==> config.mk <==
export PLATFORM = sky130hd
export DESIGN_NAME = sha256_stream_hasher
export DESIGN_NICKNAME = d
export VERILOG_FILES = /design/src/hw/rtl/shs_pkg.sv /design/src/hw/rtl/shs_front.sv /design/src/hw/rtl/shs_compress.sv /design/src/hw/rtl/shs_back.sv /design/src/hw/rtl/sha256_stream_hasher.sv
export SDC_FILE = /design/constraint.sdc
export NUM_CORES = 2
export LEC_CHECK = 0
export ABC_CLOCK_PERIOD_IN_PS = 20100
export BUFFER_PORTS_ARGS = -buffer_cell sky130_fd_sc_hd__buf_2
export CAP_MARGIN = 20
export CORE_MARGIN = 2
export CORE_UTILIZATION = 40
export DETAILED_ROUTE_END_ITERATION = 8
export PLACE_DENSITY = 0.58
export SYNTH_ARGS = -nofsm -noshare
export SYNTH_HDL_FRONTEND = slang
export SYNTH_SLANG_ARGS = --single-unit
==> constraint.sdc <==
create_clock -name clk_i -period 20.1 [get_ports clk_i]
set_input_delay 2.01 -clock clk_i [delete_from_list [all_inputs] [get_ports clk_i]]
set_output_delay 2.01 -clock clk_i [all_outputs]
set_load 0.02 [all_outputs]
==> src/hw/rtl/shs_pkg.sv <==
package shs_pkg;

  typedef struct packed {
    logic [7:0] data_byte;
    logic       byte_present;
    logic       last_of_message;
  } shs_in_t;

  typedef struct packed {
    logic [63:0] digest_word0;
    logic [63:0] digest_word1;
    logic [63:0] digest_word2;
    logic [63:0] digest_word3;
  } shs_out_t;

  // commands from the sequencer to the compression unit
  typedef struct packed {
    logic       init;
    logic       start;
    logic       load_en;
    logic [7:0] load_byte;
  } shs_cmp_ctrl_t;

  typedef enum logic [2:0] {
    ST_IDLE,
    ST_START,
    ST_WAIT,
    ST_PAD,
    ST_EMIT
  } shs_state_e;

  localparam int unsigned BlockBytes = 64;
  localparam logic [5:0]  LastSlot   = 6'd63;
  localparam logic [5:0]  LenSlot    = 6'd56;
  localparam logic [7:0]  PadMarker  = 8'h80;
  localparam logic [63:0] BlockBits  = 64'd512;

  localparam logic [31:0] InitHash [8] = '{
    32'h6a09e667, 32'hbb67ae85, 32'h3c6ef372, 32'ha54ff53a,
    32'h510e527f, 32'h9b05688c, 32'h1f83d9ab, 32'h5be0cd19
  };

  localparam logic [31:0] RoundK [64] = '{
    32'h428a2f98, 32'h71374491, 32'hb5c0fbcf, 32'he9b5dba5,
    32'h3956c25b, 32'h59f111f1, 32'h923f82a4, 32'hab1c5ed5,
    32'hd807aa98, 32'h12835b01, 32'h243185be, 32'h550c7dc3,
    32'h72be5d74, 32'h80deb1fe, 32'h9bdc06a7, 32'hc19bf174,
    32'he49b69c1, 32'hefbe4786, 32'h0fc19dc6, 32'h240ca1cc,
    32'h2de92c6f, 32'h4a7484aa, 32'h5cb0a9dc, 32'h76f988da,
    32'h983e5152, 32'ha831c66d, 32'hb00327c8, 32'hbf597fc7,
    32'hc6e00bf3, 32'hd5a79147, 32'h06ca6351, 32'h14292967,
    32'h27b70a85, 32'h2e1b2138, 32'h4d2c6dfc, 32'h53380d13,
    32'h650a7354, 32'h766a0abb, 32'h81c2c92e, 32'h92722c85,
    32'ha2bfe8a1, 32'ha81a664b, 32'hc24b8b70, 32'hc76c51a3,
    32'hd192e819, 32'hd6990624, 32'hf40e3585, 32'h106aa070,
    32'h19a4c116, 32'h1e376c08, 32'h2748774c, 32'h34b0bcb5,
    32'h391c0cb3, 32'h4ed8aa4a, 32'h5b9cca4f, 32'h682e6ff3,
    32'h748f82ee, 32'h78a5636f, 32'h84c87814, 32'h8cc70208,
    32'h90befffa, 32'ha4506ceb, 32'hbef9a3f7, 32'hc67178f2
  };

endpackage

==> src/hw/rtl/shs_front.sv <==
module shs_front import shs_pkg::*; #(
  parameter int unsigned Depth = 4
) (
  input  logic    clk_i,
  input  logic    rst_ni,
  input  logic    push,
  output logic    full,
  input  shs_in_t in_item_i,
  output logic    item_valid_o,
  output shs_in_t item_o,
  input  logic    item_pop_i
);

  localparam int unsigned AddrW  = (Depth > 1) ? $clog2(Depth) : 1;
  localparam int unsigned CountW = $clog2(Depth + 1);
  localparam logic [AddrW-1:0]  LastAddr  = AddrW'(Depth - 1);
  localparam logic [CountW-1:0] FullCount = CountW'(Depth);

  shs_in_t           mem_q [Depth];
  logic [AddrW-1:0]  wr_ptr_q, wr_ptr_d;
  logic [AddrW-1:0]  rd_ptr_q, rd_ptr_d;
  logic [CountW-1:0] count_q, count_d;
  logic              accept, keep, do_wr, do_rd;

  assign full   = (count_q == FullCount);
  assign accept = push && !full;
  // an absent byte without finish changes nothing, so it is dropped here
  assign keep   = in_item_i.byte_present || in_item_i.last_of_message;
  assign do_wr  = accept && keep;
  assign do_rd  = item_pop_i && item_valid_o;

  assign item_valid_o = (count_q != '0);
  assign item_o       = mem_q[rd_ptr_q];

  always_comb begin
    wr_ptr_d = wr_ptr_q;
    rd_ptr_d = rd_ptr_q;
    count_d  = count_q;
    if (do_wr) begin
      wr_ptr_d = (wr_ptr_q == LastAddr) ? '0 : wr_ptr_q + 1'b1;
    end
    if (do_rd) begin
      rd_ptr_d = (rd_ptr_q == LastAddr) ? '0 : rd_ptr_q + 1'b1;
    end
    if (do_wr && !do_rd) begin
      count_d = count_q + 1'b1;
    end else if (!do_wr && do_rd) begin
      count_d = count_q - 1'b1;
    end
  end

  always_ff @(posedge clk_i or negedge rst_ni) begin
    if (!rst_ni) begin
      wr_ptr_q <= '0;
      rd_ptr_q <= '0;
      count_q  <= '0;
    end else begin
      wr_ptr_q <= wr_ptr_d;
      rd_ptr_q <= rd_ptr_d;
      count_q  <= count_d;
    end
  end

  always_ff @(posedge clk_i) begin
    if (do_wr) begin
      mem_q[wr_ptr_q] <= in_item_i;
    end
  end

endmodule

==> src/hw/rtl/shs_compress.sv <==
module shs_compress import shs_pkg::*; (
  input  logic          clk_i,
  input  logic          rst_ni,
  input  shs_cmp_ctrl_t ctrl_i,
  output logic          done_o,
  output logic [255:0]  hash_o
);

  function automatic logic [31:0] ror(input logic [31:0] x, input int unsigned n);
    return (x >> n) | (x << (32 - n));
  endfunction

  logic [511:0] win_q, win_d;
  logic [31:0]  v_q [8];
  logic [31:0]  v_d [8];
  logic [31:0]  h_q [8];
  logic [31:0]  h_d [8];
  logic [5:0]   rnd_q, rnd_d;
  logic         busy_q, busy_d;
  logic         add_q, add_d;

  logic [31:0] w0, w1, w9, w14, w_new;
  logic [31:0] s0, s1, big_e, big_a, choose, major, t1, t2;

  // window holds the 16 newest schedule words, oldest at the top
  assign w0  = win_q[511:480];
  assign w1  = win_q[479:448];
  assign w9  = win_q[223:192];
  assign w14 = win_q[63:32];

  assign s0    = ror(w1, 7) ^ ror(w1, 18) ^ (w1 >> 3);
  assign s1    = ror(w14, 17) ^ ror(w14, 19) ^ (w14 >> 10);
  assign w_new = w0 + s0 + w9 + s1;

  assign big_e  = ror(v_q[4], 6) ^ ror(v_q[4], 11) ^ ror(v_q[4], 25);
  assign choose = (v_q[4] & v_q[5]) ^ (~v_q[4] & v_q[6]);
  assign t1     = v_q[7] + big_e + choose + RoundK[rnd_q] + w0;
  assign big_a  = ror(v_q[0], 2) ^ ror(v_q[0], 13) ^ ror(v_q[0], 22);
  assign major  = (v_q[0] & v_q[1]) ^ (v_q[0] & v_q[2]) ^ (v_q[1] & v_q[2]);
  assign t2     = big_a + major;

  always_comb begin
    win_d  = win_q;
    v_d    = v_q;
    h_d    = h_q;
    rnd_d  = rnd_q;
    busy_d = busy_q;
    add_d  = 1'b0;
    if (ctrl_i.load_en) begin
      win_d = {win_q[503:0], ctrl_i.load_byte};
    end
    if (ctrl_i.start) begin
      v_d    = h_q;
      rnd_d  = '0;
      busy_d = 1'b1;
    end else if (busy_q) begin
      win_d = {win_q[479:0], w_new};
      v_d[7] = v_q[6];
      v_d[6] = v_q[5];
      v_d[5] = v_q[4];
      v_d[4] = v_q[3] + t1;
      v_d[3] = v_q[2];
      v_d[2] = v_q[1];
      v_d[1] = v_q[0];
      v_d[0] = t1 + t2;
      rnd_d  = rnd_q + 1'b1;
      if (rnd_q == LastSlot) begin
        busy_d = 1'b0;
        add_d  = 1'b1;
      end
    end
    if (add_q) begin
      for (int i = 0; i < 8; i++) begin
        h_d[i] = h_q[i] + v_q[i];
      end
    end
    if (ctrl_i.init) begin
      h_d = InitHash;
    end
  end

  always_ff @(posedge clk_i or negedge rst_ni) begin
    if (!rst_ni) begin
      busy_q <= 1'b0;
      add_q  <= 1'b0;
      rnd_q  <= '0;
      h_q    <= InitHash;
    end else begin
      busy_q <= busy_d;
      add_q  <= add_d;
      rnd_q  <= rnd_d;
      h_q    <= h_d;
    end
  end

  always_ff @(posedge clk_i) begin
    win_q <= win_d;
    v_q   <= v_d;
  end

  assign done_o = add_q;
  assign hash_o = {h_q[0], h_q[1], h_q[2], h_q[3], h_q[4], h_q[5], h_q[6], h_q[7]};

endmodule

==> src/hw/rtl/shs_back.sv <==
module shs_back import shs_pkg::*; (
  input  logic          clk_i,
  input  logic          rst_ni,
  input  logic          item_valid_i,
  input  shs_in_t       item_i,
  output logic          item_pop_o,
  output shs_cmp_ctrl_t cmp_ctrl_o,
  input  logic          cmp_done_i,
  input  logic          out_ready_i,
  output logic          emit_o
);

  shs_state_e  state_q, state_d;
  logic [5:0]  fill_q, fill_d;
  logic [63:0] bits_q, bits_d;
  logic [63:0] total_q, total_d;
  logic        first_q, first_d;
  logic        len_q, len_d;
  logic        fin_q, fin_d;
  logic        final_q, final_d;
  logic        len_now;
  logic [7:0]  pad_byte;

  // length field starts at byte 56 unless the marker byte itself lands there
  assign len_now = len_q || (!first_q && (fill_q == LenSlot));

  always_comb begin
    if (first_q) begin
      pad_byte = PadMarker;
    end else if (len_now) begin
      pad_byte = total_q[63 - 8 * fill_q[2:0] -: 8];
    end else begin
      pad_byte = '0;
    end
  end

  // next state
  always_comb begin
    state_d = state_q;
    case (state_q)
      ST_IDLE: begin
        if (item_valid_i) begin
          if (item_i.byte_present && (fill_q == LastSlot)) begin
            state_d = ST_START;
          end else if (item_i.last_of_message) begin
            state_d = ST_PAD;
          end
        end
      end
      ST_START: state_d = ST_WAIT;
      ST_WAIT: begin
        if (cmp_done_i) begin
          if (final_q) begin
            state_d = ST_EMIT;
          end else if (fin_q) begin
            state_d = ST_PAD;
          end else begin
            state_d = ST_IDLE;
          end
        end
      end
      ST_PAD: begin
        if (fill_q == LastSlot) begin
          state_d = ST_START;
        end
      end
      ST_EMIT: begin
        if (out_ready_i) begin
          state_d = ST_IDLE;
        end
      end
      default: state_d = ST_IDLE;
    endcase
  end

  // outputs
  always_comb begin
    item_pop_o = 1'b0;
    cmp_ctrl_o = '0;
    emit_o     = 1'b0;
    case (state_q)
      ST_IDLE: begin
        item_pop_o           = item_valid_i;
        cmp_ctrl_o.load_en   = item_valid_i && item_i.byte_present;
        cmp_ctrl_o.load_byte = item_i.data_byte;
      end
      ST_START: cmp_ctrl_o.start = 1'b1;
      ST_PAD: begin
        cmp_ctrl_o.load_en   = 1'b1;
        cmp_ctrl_o.load_byte = pad_byte;
      end
      ST_EMIT: begin
        emit_o          = out_ready_i;
        cmp_ctrl_o.init = out_ready_i;
      end
      default: ;
    endcase
  end

  // counters and message bookkeeping
  always_comb begin
    fill_d  = fill_q;
    bits_d  = bits_q;
    total_d = total_q;
    first_d = first_q;
    len_d   = len_q;
    fin_d   = fin_q;
    final_d = final_q;
    case (state_q)
      ST_IDLE: begin
        if (item_valid_i) begin
          fin_d   = item_i.last_of_message;
          first_d = 1'b1;
          len_d   = 1'b0;
          final_d = 1'b0;
          if (item_i.byte_present) begin
            fill_d = fill_q + 1'b1;
            if (fill_q == LastSlot) begin
              bits_d = bits_q + BlockBits;
            end
          end
        end
      end
      ST_PAD: begin
        fill_d  = fill_q + 1'b1;
        first_d = 1'b0;
        fin_d   = 1'b1;
        len_d   = len_now;
        if (first_q) begin
          total_d = bits_q + {55'd0, fill_q, 3'd0};
        end
        if (fill_q == LastSlot) begin
          final_d = len_now;
        end
      end
      ST_EMIT: begin
        if (out_ready_i) begin
          fill_d = '0;
          bits_d = '0;
        end
      end
      default: ;
    endcase
  end

  always_ff @(posedge clk_i or negedge rst_ni) begin
    if (!rst_ni) begin
      state_q <= ST_IDLE;
      fill_q  <= '0;
      bits_q  <= '0;
      first_q <= 1'b0;
      len_q   <= 1'b0;
      fin_q   <= 1'b0;
      final_q <= 1'b0;
    end else begin
      state_q <= state_d;
      fill_q  <= fill_d;
      bits_q  <= bits_d;
      first_q <= first_d;
      len_q   <= len_d;
      fin_q   <= fin_d;
      final_q <= final_d;
    end
  end

  always_ff @(posedge clk_i) begin
    total_q <= total_d;
  end

endmodule

==> src/hw/rtl/sha256_stream_hasher.sv <==
// SHA-256 hasher fed one item per push. An item carries a message byte, a
// byte_present flag and last_of_message. Items enter a small queue (full
// rises when it holds QueueDepth items); items with neither a byte nor a
// finish are dropped there.
// The back end shifts one byte per cycle into a 512-bit block window while
// it is not padding or waiting on a compression. The 64th byte starts the
// compression: a start step, 64 rounds at one per cycle, then the hash
// update. The single round unit shares the window with the loader, so no
// byte is taken until the block is done.
// A finishing item pads one byte per cycle, pausing for the first
// compression when a second block is needed (up to 64 bytes, or 72 with a
// second block), runs one or two compressions, then places the digest
// (H0..H7 as four big-endian 64-bit words) in the result register.
// A result waits there while empty is low until pop takes it; while it waits
// the hasher stalls before the next digest and the input queue keeps taking
// items until it fills. After reset the hash holds the initial values, the
// block is empty, the bit count is zero, and the input queue and the result
// register are empty; each digest restores the hash, block and bit count.
module sha256_stream_hasher import shs_pkg::*; #(
  parameter int unsigned QueueDepth = 4
) (
  input  logic     clk_i,
  input  logic     rst_ni,
  input  logic     push,
  output logic     full,
  input  shs_in_t  in_item_i,
  output logic     empty,
  input  logic     pop,
  output shs_out_t out_item_o
);

  logic          item_valid, item_pop;
  shs_in_t       item;
  shs_cmp_ctrl_t cmp_ctrl;
  logic          cmp_done;
  logic [255:0]  hash;
  logic          out_ready, emit;
  logic          out_valid_q, out_valid_d;
  shs_out_t      out_q;

  shs_front #(
    .Depth (QueueDepth)
  ) u_front (
    .clk_i        (clk_i),
    .rst_ni       (rst_ni),
    .push         (push),
    .full         (full),
    .in_item_i    (in_item_i),
    .item_valid_o (item_valid),
    .item_o       (item),
    .item_pop_i   (item_pop)
  );

  shs_back u_back (
    .clk_i        (clk_i),
    .rst_ni       (rst_ni),
    .item_valid_i (item_valid),
    .item_i       (item),
    .item_pop_o   (item_pop),
    .cmp_ctrl_o   (cmp_ctrl),
    .cmp_done_i   (cmp_done),
    .out_ready_i  (out_ready),
    .emit_o       (emit)
  );

  shs_compress u_compress (
    .clk_i  (clk_i),
    .rst_ni (rst_ni),
    .ctrl_i (cmp_ctrl),
    .done_o (cmp_done),
    .hash_o (hash)
  );

  assign out_ready = !out_valid_q || pop;

  always_comb begin
    out_valid_d = out_valid_q;
    if (emit) begin
      out_valid_d = 1'b1;
    end else if (pop) begin
      out_valid_d = 1'b0;
    end
  end

  always_ff @(posedge clk_i or negedge rst_ni) begin
    if (!rst_ni) begin
      out_valid_q <= 1'b0;
    end else begin
      out_valid_q <= out_valid_d;
    end
  end

  always_ff @(posedge clk_i) begin
    if (emit) begin
      out_q <= hash;
    end
  end

  assign empty      = !out_valid_q;
  assign out_item_o = out_q;

endmodule

Word level (Yosys, flattened, before mapping)
Memories as Yosys holds them, arrays and structs flattened.
Cells that the tools add are included.
{ "totals": {"reg_bits": 1437, "mem_bits_rw": 40, "rom_bits": 2048, "inputBits": 14, "output_inout_bits": 258, "wordCells": 200, "mem_count": 2} }
{ "memory_table": {"columns": ["memory", "depth", "word_bits", "read_ports", "rd_ports_with_merged_regs", "write_ports", "line", "source"], "rows": [
  ["(name not given)", 64, 32, 1, 0, 0, "shs_compress.sv:37", "assign t1 = v_q[7] + big_e + choose + RoundK[rnd_q] + w0;"],
  ["u_front.mem_q", 4, 10, 1, 0, 1, "shs_front.sv:19", "shs_in_t mem_q [Depth];"]
]} }
{ "op_classes": {"add_sub_neg": 27, "order_cmp": 1, "eq_ne": 17, "shift": 1, "mux": 57, "bitwise": 28, "reduce_logical": 31} }
{ "ops": {"columns": ["operator", "n"], "rows": [
  ["$mux W512", 3],
  ["$mux W256", 4],
  ["$add A32 B32 Y32", 18],
  ["$xor A32 B32 Y32", 9],
  ["$mux W64", 4],
  ["$and A32 B32 Y32", 5],
  ["$pmux W64 S2", 1],
  ["$shiftx A71 B33 Y8", 1],
  ["$add A64 B10 Y64 const B", 1],
  ["$add A64 B9 Y64", 1],
  ["$mux W32", 2],
  ["$not A32 Y32", 1],
  ["$or A10 B32 Y32", 1],
  ["$or A13 B32 Y32", 1],
  ["$or A14 B32 Y32", 1],
  ["$or A15 B32 Y32", 1],
  ["$or A19 B32 Y32", 1],
  ["$or A21 B32 Y32", 1],
  ["$or A25 B32 Y32", 1],
  ["$or A26 B32 Y32", 1],
  ["$or A30 B32 Y32", 1],
  ["$or A7 B32 Y32", 1],
  ["$xor A32 B22 Y32", 1],
  ["$xor A32 B29 Y32", 1],
  ["other kinds (33)", 100]
]} }

Logic depth before layout (Yosys ltp)
{ "logic_depth": {"depth_word": 10, "depth_mapped": 41, "mapped_depth_nobuf": 40} }

Cells and area by module
From an unflattened synthesis, not the netlist that was laid out.
{ "unflattened": {"hier_cells": 8436, "area_unflattened_um2": 85590.8} }
{ "by_module_without_submodules": {"columns": ["module", "n_inst", "cells_each", "area_per_inst_um2", "seq_area_each_um2"], "rows": [
  ["shs_compress", 1, 7504, 69549.2, 24713.7],
  ["sha256_stream_hasher", 1, 260, 7738.7, 7712.4],
  ["shs_back", 1, 583, 6393.6, 3533.4],
  ["shs_front", 1, 89, 1909.3, 1376.3]
]} }

Worst setup path before layout
No wires, ideal clock.
{ "synth_path": {"kind": "input to register", "startpoint": "input port pop", "endpoint": "register out_q (netlist bit out_item_o[0]), enable pin", "setup_ns": 0.719, "arrival_ns": 10.098, "t_required_ns": 19.381, "path_slack_ns": 9.283, "cell_stages": 7, "n_path_buf": 4, "cell_sequence": "nand2b_1 > nand2b_1 > clkbuf_1 > inv_1 > clkbuf_1 > clkbuf_1 > buf_1"} }
{ "synth_between": {"elab_chain_len": 2} }
{ "synth_rtl": {"columns": ["element", "line", "source"], "rows": [
  ["start, declared", "sha256_stream_hasher.sv:28", "input logic pop,"],
  ["$logic_or A1 B1 Y1", "sha256_stream_hasher.sv:74", "assign out_ready = !out_valid_q || pop;"],
  ["$mux W1", "shs_back.sv:81", "case (state_q)"],
  ["net emit", "sha256_stream_hasher.sv:37", "logic out_ready, emit;"],
  ["end signal, assigned", "sha256_stream_hasher.sv:95", "out_q <= hash;"],
  ["end, declared", "sha256_stream_hasher.sv:39", "shs_out_t out_q;"]
]} }
The timed path passes the listed nets, and every way through them passes these cells.
A chain may end at the register's enable or synchronous reset.

==> Flow_metrics.wiki <==
{| class="wikitable"
! Metric !! Value
|-
| Rows || 169
|-
| Async set-or-reset flop fraction in the synthesized netlist || 0.232
|-
| Master cell of the clock root buffer || sky130_fd_sc_hd__clkbuf_16
|-
| First-pass GRT wire length || approximately 420,000 um
|-
| Post-synthesis sequential element count || 1,465
|-
| Sum Neg Setup Slack || 0 ns
|-
| CTS buffer count || 166
|-
| Fmax || 0.0911 GHz
|-
| Buffers added on ports || 271
|-
| Count of final hold-check violations || 0
|-
| Clk sinks || 1,465
|-
| Height of the die || 466 um
|-
| Final routed DRC violation total || 0
|-
| Width of the chip || between 400 and 500 um
|-
| Count of filler cells inserted in the layout || ~20,000
|-
| Syn nets || roughly 10,000
|-
| Number of post-CTS setup repair buffers || 0
|-
| Area after detailed placement || between 80,000 and 90,000 um^2
|-
| Detail Route Antenna Nets || 0
|-
| Critical-path top delay cell || sky130_fd_sc_hd__ha_1
|-
| Final worst path period share || 0.546
|-
| Relative slew margins || 0.187
|-
| Cell mode on critical path || sky130_fd_sc_hd__fa_1
|-
| H-tree depth reported by CTS || 4
|-
| Time the worst path needs with I/O delays and setup || around 11 ns
|-
| Routed via count || just under 70,000
|-
| Total Routed Length || 284,000 um
|-
| Placeable core region || 212,000 um^2
|-
| Path type of the worst setup path || reg -> reg
|-
| Worst Max-Slew Pin Slew || 1.22 ns
|-
| Synthesized area per cell || 8.97 um^2
|-
| Startpoint class of the critical path || flop
|-
| Post-cts sizing count || 0
|-
| Total standard cell area after synthesis || 85,500 um^2
|-
| Synth cell count leaders || 2,037 x sky130_fd_sc_hd__nand2_1, 945 x sky130_fd_sc_hd__nor2_1, 613 x sky130_fd_sc_hd__edfxtp_1
|-
| Yosys top cell by area || sky130_fd_sc_hd__edfxtp_1
|-
| Most frequent cell after synthesis || sky130_fd_sc_hd__nand2_1
|-
| Crit. End Element || flop
|-
| Share of the synthesized area in the top cell type || 0.215
|-
| Per-cell via count in the routed design || ~5.6
|-
| Count of buffer and inverter cells on the critical path || 5
|-
| Count of mapped cells out of synthesis || 9,539
|-
| Die area || 218,000 um^2
|-
| Setup repair after global routing missed its margin || no
|-
| Pre-Repair DR Iteration Count || 6
|-
| Prevailing post-synth register cell || sky130_fd_sc_hd__edfxtp_1
|-
| Result of the run || finished, final reports clean
|-
| Number of max-cap violations || 0
|-
| Proportion of layout cells with a drive suffix above 1 || 0.0891
|-
| Via count of the first global-routing pass || approximately 66,000
|-
| Half-perimeter wire length after placement || 209,000 um
|-
| Critical Path Max Stage Delay || 0.88 ns
|-
| Top fanout value on the critical path || 20
|-
| Final cell area excluding filler cells || roughly 95,000 um^2
|-
| Number of distinct library cell variants in the gate-level netlist after synthesis || 97
|-
| Setup violation total in the final timing report || 0
|-
| Clock Latency Late Sink || 0.86 ns
|-
| Initial core utilization || 0.403
|-
| TritonCTS clock tree || yes
|-
| Worst Skew || 0.0362 ns
|-
| Clk buf depth || 3
|-
| Final count of pins violating max slew || 0
|-
| Top cells by area, synth || sky130_fd_sc_hd__edfxtp_1 22%, sky130_fd_sc_hd__dfxtp_1 12%, sky130_fd_sc_hd__nand2_1 8.9%
|-
| Data required time at the worst endpoint || 20.65 ns
|-
| Placer's final routability congestion estimate || ~0.95
|-
| IO Pins || 272
|-
| Average wire length per cell after detail routing || 23.0 um
|-
| Initial antenna violation count || 17
|-
| Crit path max-delay family || adder cells
|-
| Layout overhead on the synthesized area || 10.6%
|-
| Synth warnings || 0
|-
| Global route total overflow || 0
|-
| Hold Buf Count CTS || 0
|-
| Largest net degree at the start of global routing || 275
|-
| Class of the tightest hold or removal check || reg -> reg
|-
| EDFF count, synth || between 600 and 700
|-
| Register area share after synthesis || 0.436
|-
| Clock slew seen by the registers of the worst setup and hold paths || about 0.06 ns
|-
| Arrival time at the worst endpoint || 11.53 ns
|-
| GRT Util Overall || 0.255
|-
| Layout Nets || 10,000
|-
| Iter 0 DRT Violations || 6,345
|}
-- cells in the final DEF (no fill, tap or decap), drive strengths merged, types with 52 or more instances in the layout --
cell    instances
nor3          110
dfxtp         512
nor2b          57
a21o          208
xor2          190
a31oi         546
ha            403
nand2        2038
o21a           69
fa            196
dfstp         136
edfxtp        613
a21oi         426
nor2          946
o21ai         467
buf           333
or3            58
dfrtp         204
mux2i         132
clkbuf        210
inv           391
and3           52
o211ai         59
nand2b         81
clkinv         60
xnor2         376
nand3          95
-- layout make-up --
class                   count  area [um^2]  share of cell area
multi-input cells        7067        44500               0.470
flip-flops and latches   1465        37300               0.395
clock buffers             210         4560              0.0481
well taps                2821         3530              0.0373
repair buffers            333         1930              0.0204
inverters                 385         1460              0.0154
clock inverters            98         1350              0.0142
diodes                      4         10.0            0.000106
-- kinds of logic (layout without fill, tap and decap cells) --
kind of cell,after synthesis,after routing,share of synthesized area
AO/OA/AOI/OAI,2107,2107,0.154
multiplexers,176,176,0.0256
buffers and inverters,1007,1026,0.0443
AND/OR/NAND/NOR,3615,3615,0.176
XOR/XNOR,567,567,0.0582
other,0,4,0
flip-flops,1465,1465,0.436
adder cells (fa/ha/maj),602,602,0.105
-- flip-flops by register name (all words and copies together), names as in the netlist, 2 cells and up --
signal,cells
u_compress.win_q,512
out_item_o,256
u_compress.hash_o,256
u_compress.v_q,256
u_back.total_q,61
u_back.bits_q,55
u_front.mem_q,40
u_back.fill_q,6
u_compress.rnd_q,6
u_back.state_q,3
u_front.count_q,3
u_front.rd_ptr_q,2
u_front.wr_ptr_q,2
-- worst reg2reg max path: cells and delay by family, from the launching register on --
kind	cells	cell delay, ns
fa+ha+maj	8	3.83
compound gates	14	2.96
simple gates	6	1.75
buf+inv	5	0.93
flops	1	0.79
xor+xnor	2	0.43
-- stage by stage --
stage                      util  setup slack, ns  instances  hold slack, ns
after CTS                 0.446             9.38      12400           0.463
final                     0.446             9.12      12400           0.467
after detailed placement  0.418             9.43      12100           0.451
after global routing      0.446             8.56      12400           0.486
after floorplan               -             9.28       9539           0.449
after global placement    0.418             9.49      12100           0.445
-- worst paths after layout --
check | startpoint | slack, ns | endpoint | cells after the start
worst min-delay path | u_back.bits_q[63] | 0.47 | u_back.total_q[63] | 0
min in group asynchronous | rst_ni | 1.15 | u_back.bits_q[36] | 1
worst max register to register | u_compress.rnd_q[1] | 9.12 | u_compress.v_q[253] | 35
max in group asynchronous | rst_ni | 16.84 | u_compress.hash_o[83] | 3
worst max-delay path | u_compress.rnd_q[1] | 9.12 | u_compress.v_q[253] | 35
worst min register to register | u_back.bits_q[63] | 0.47 | u_back.total_q[63] | 0
-- layer usage --
metal | track usage | routed length [um]
met1 | 0.356 | 129000
met2 | 0.404 | 130000
met3 | 0.0378 | 15900
met4 | 0.0857 | 9760
met5 | 0 | 51
Power is left out: the tool's default activity adds up to more than one toggle a clock period on the data nets, which glitch-free logic cannot reach.
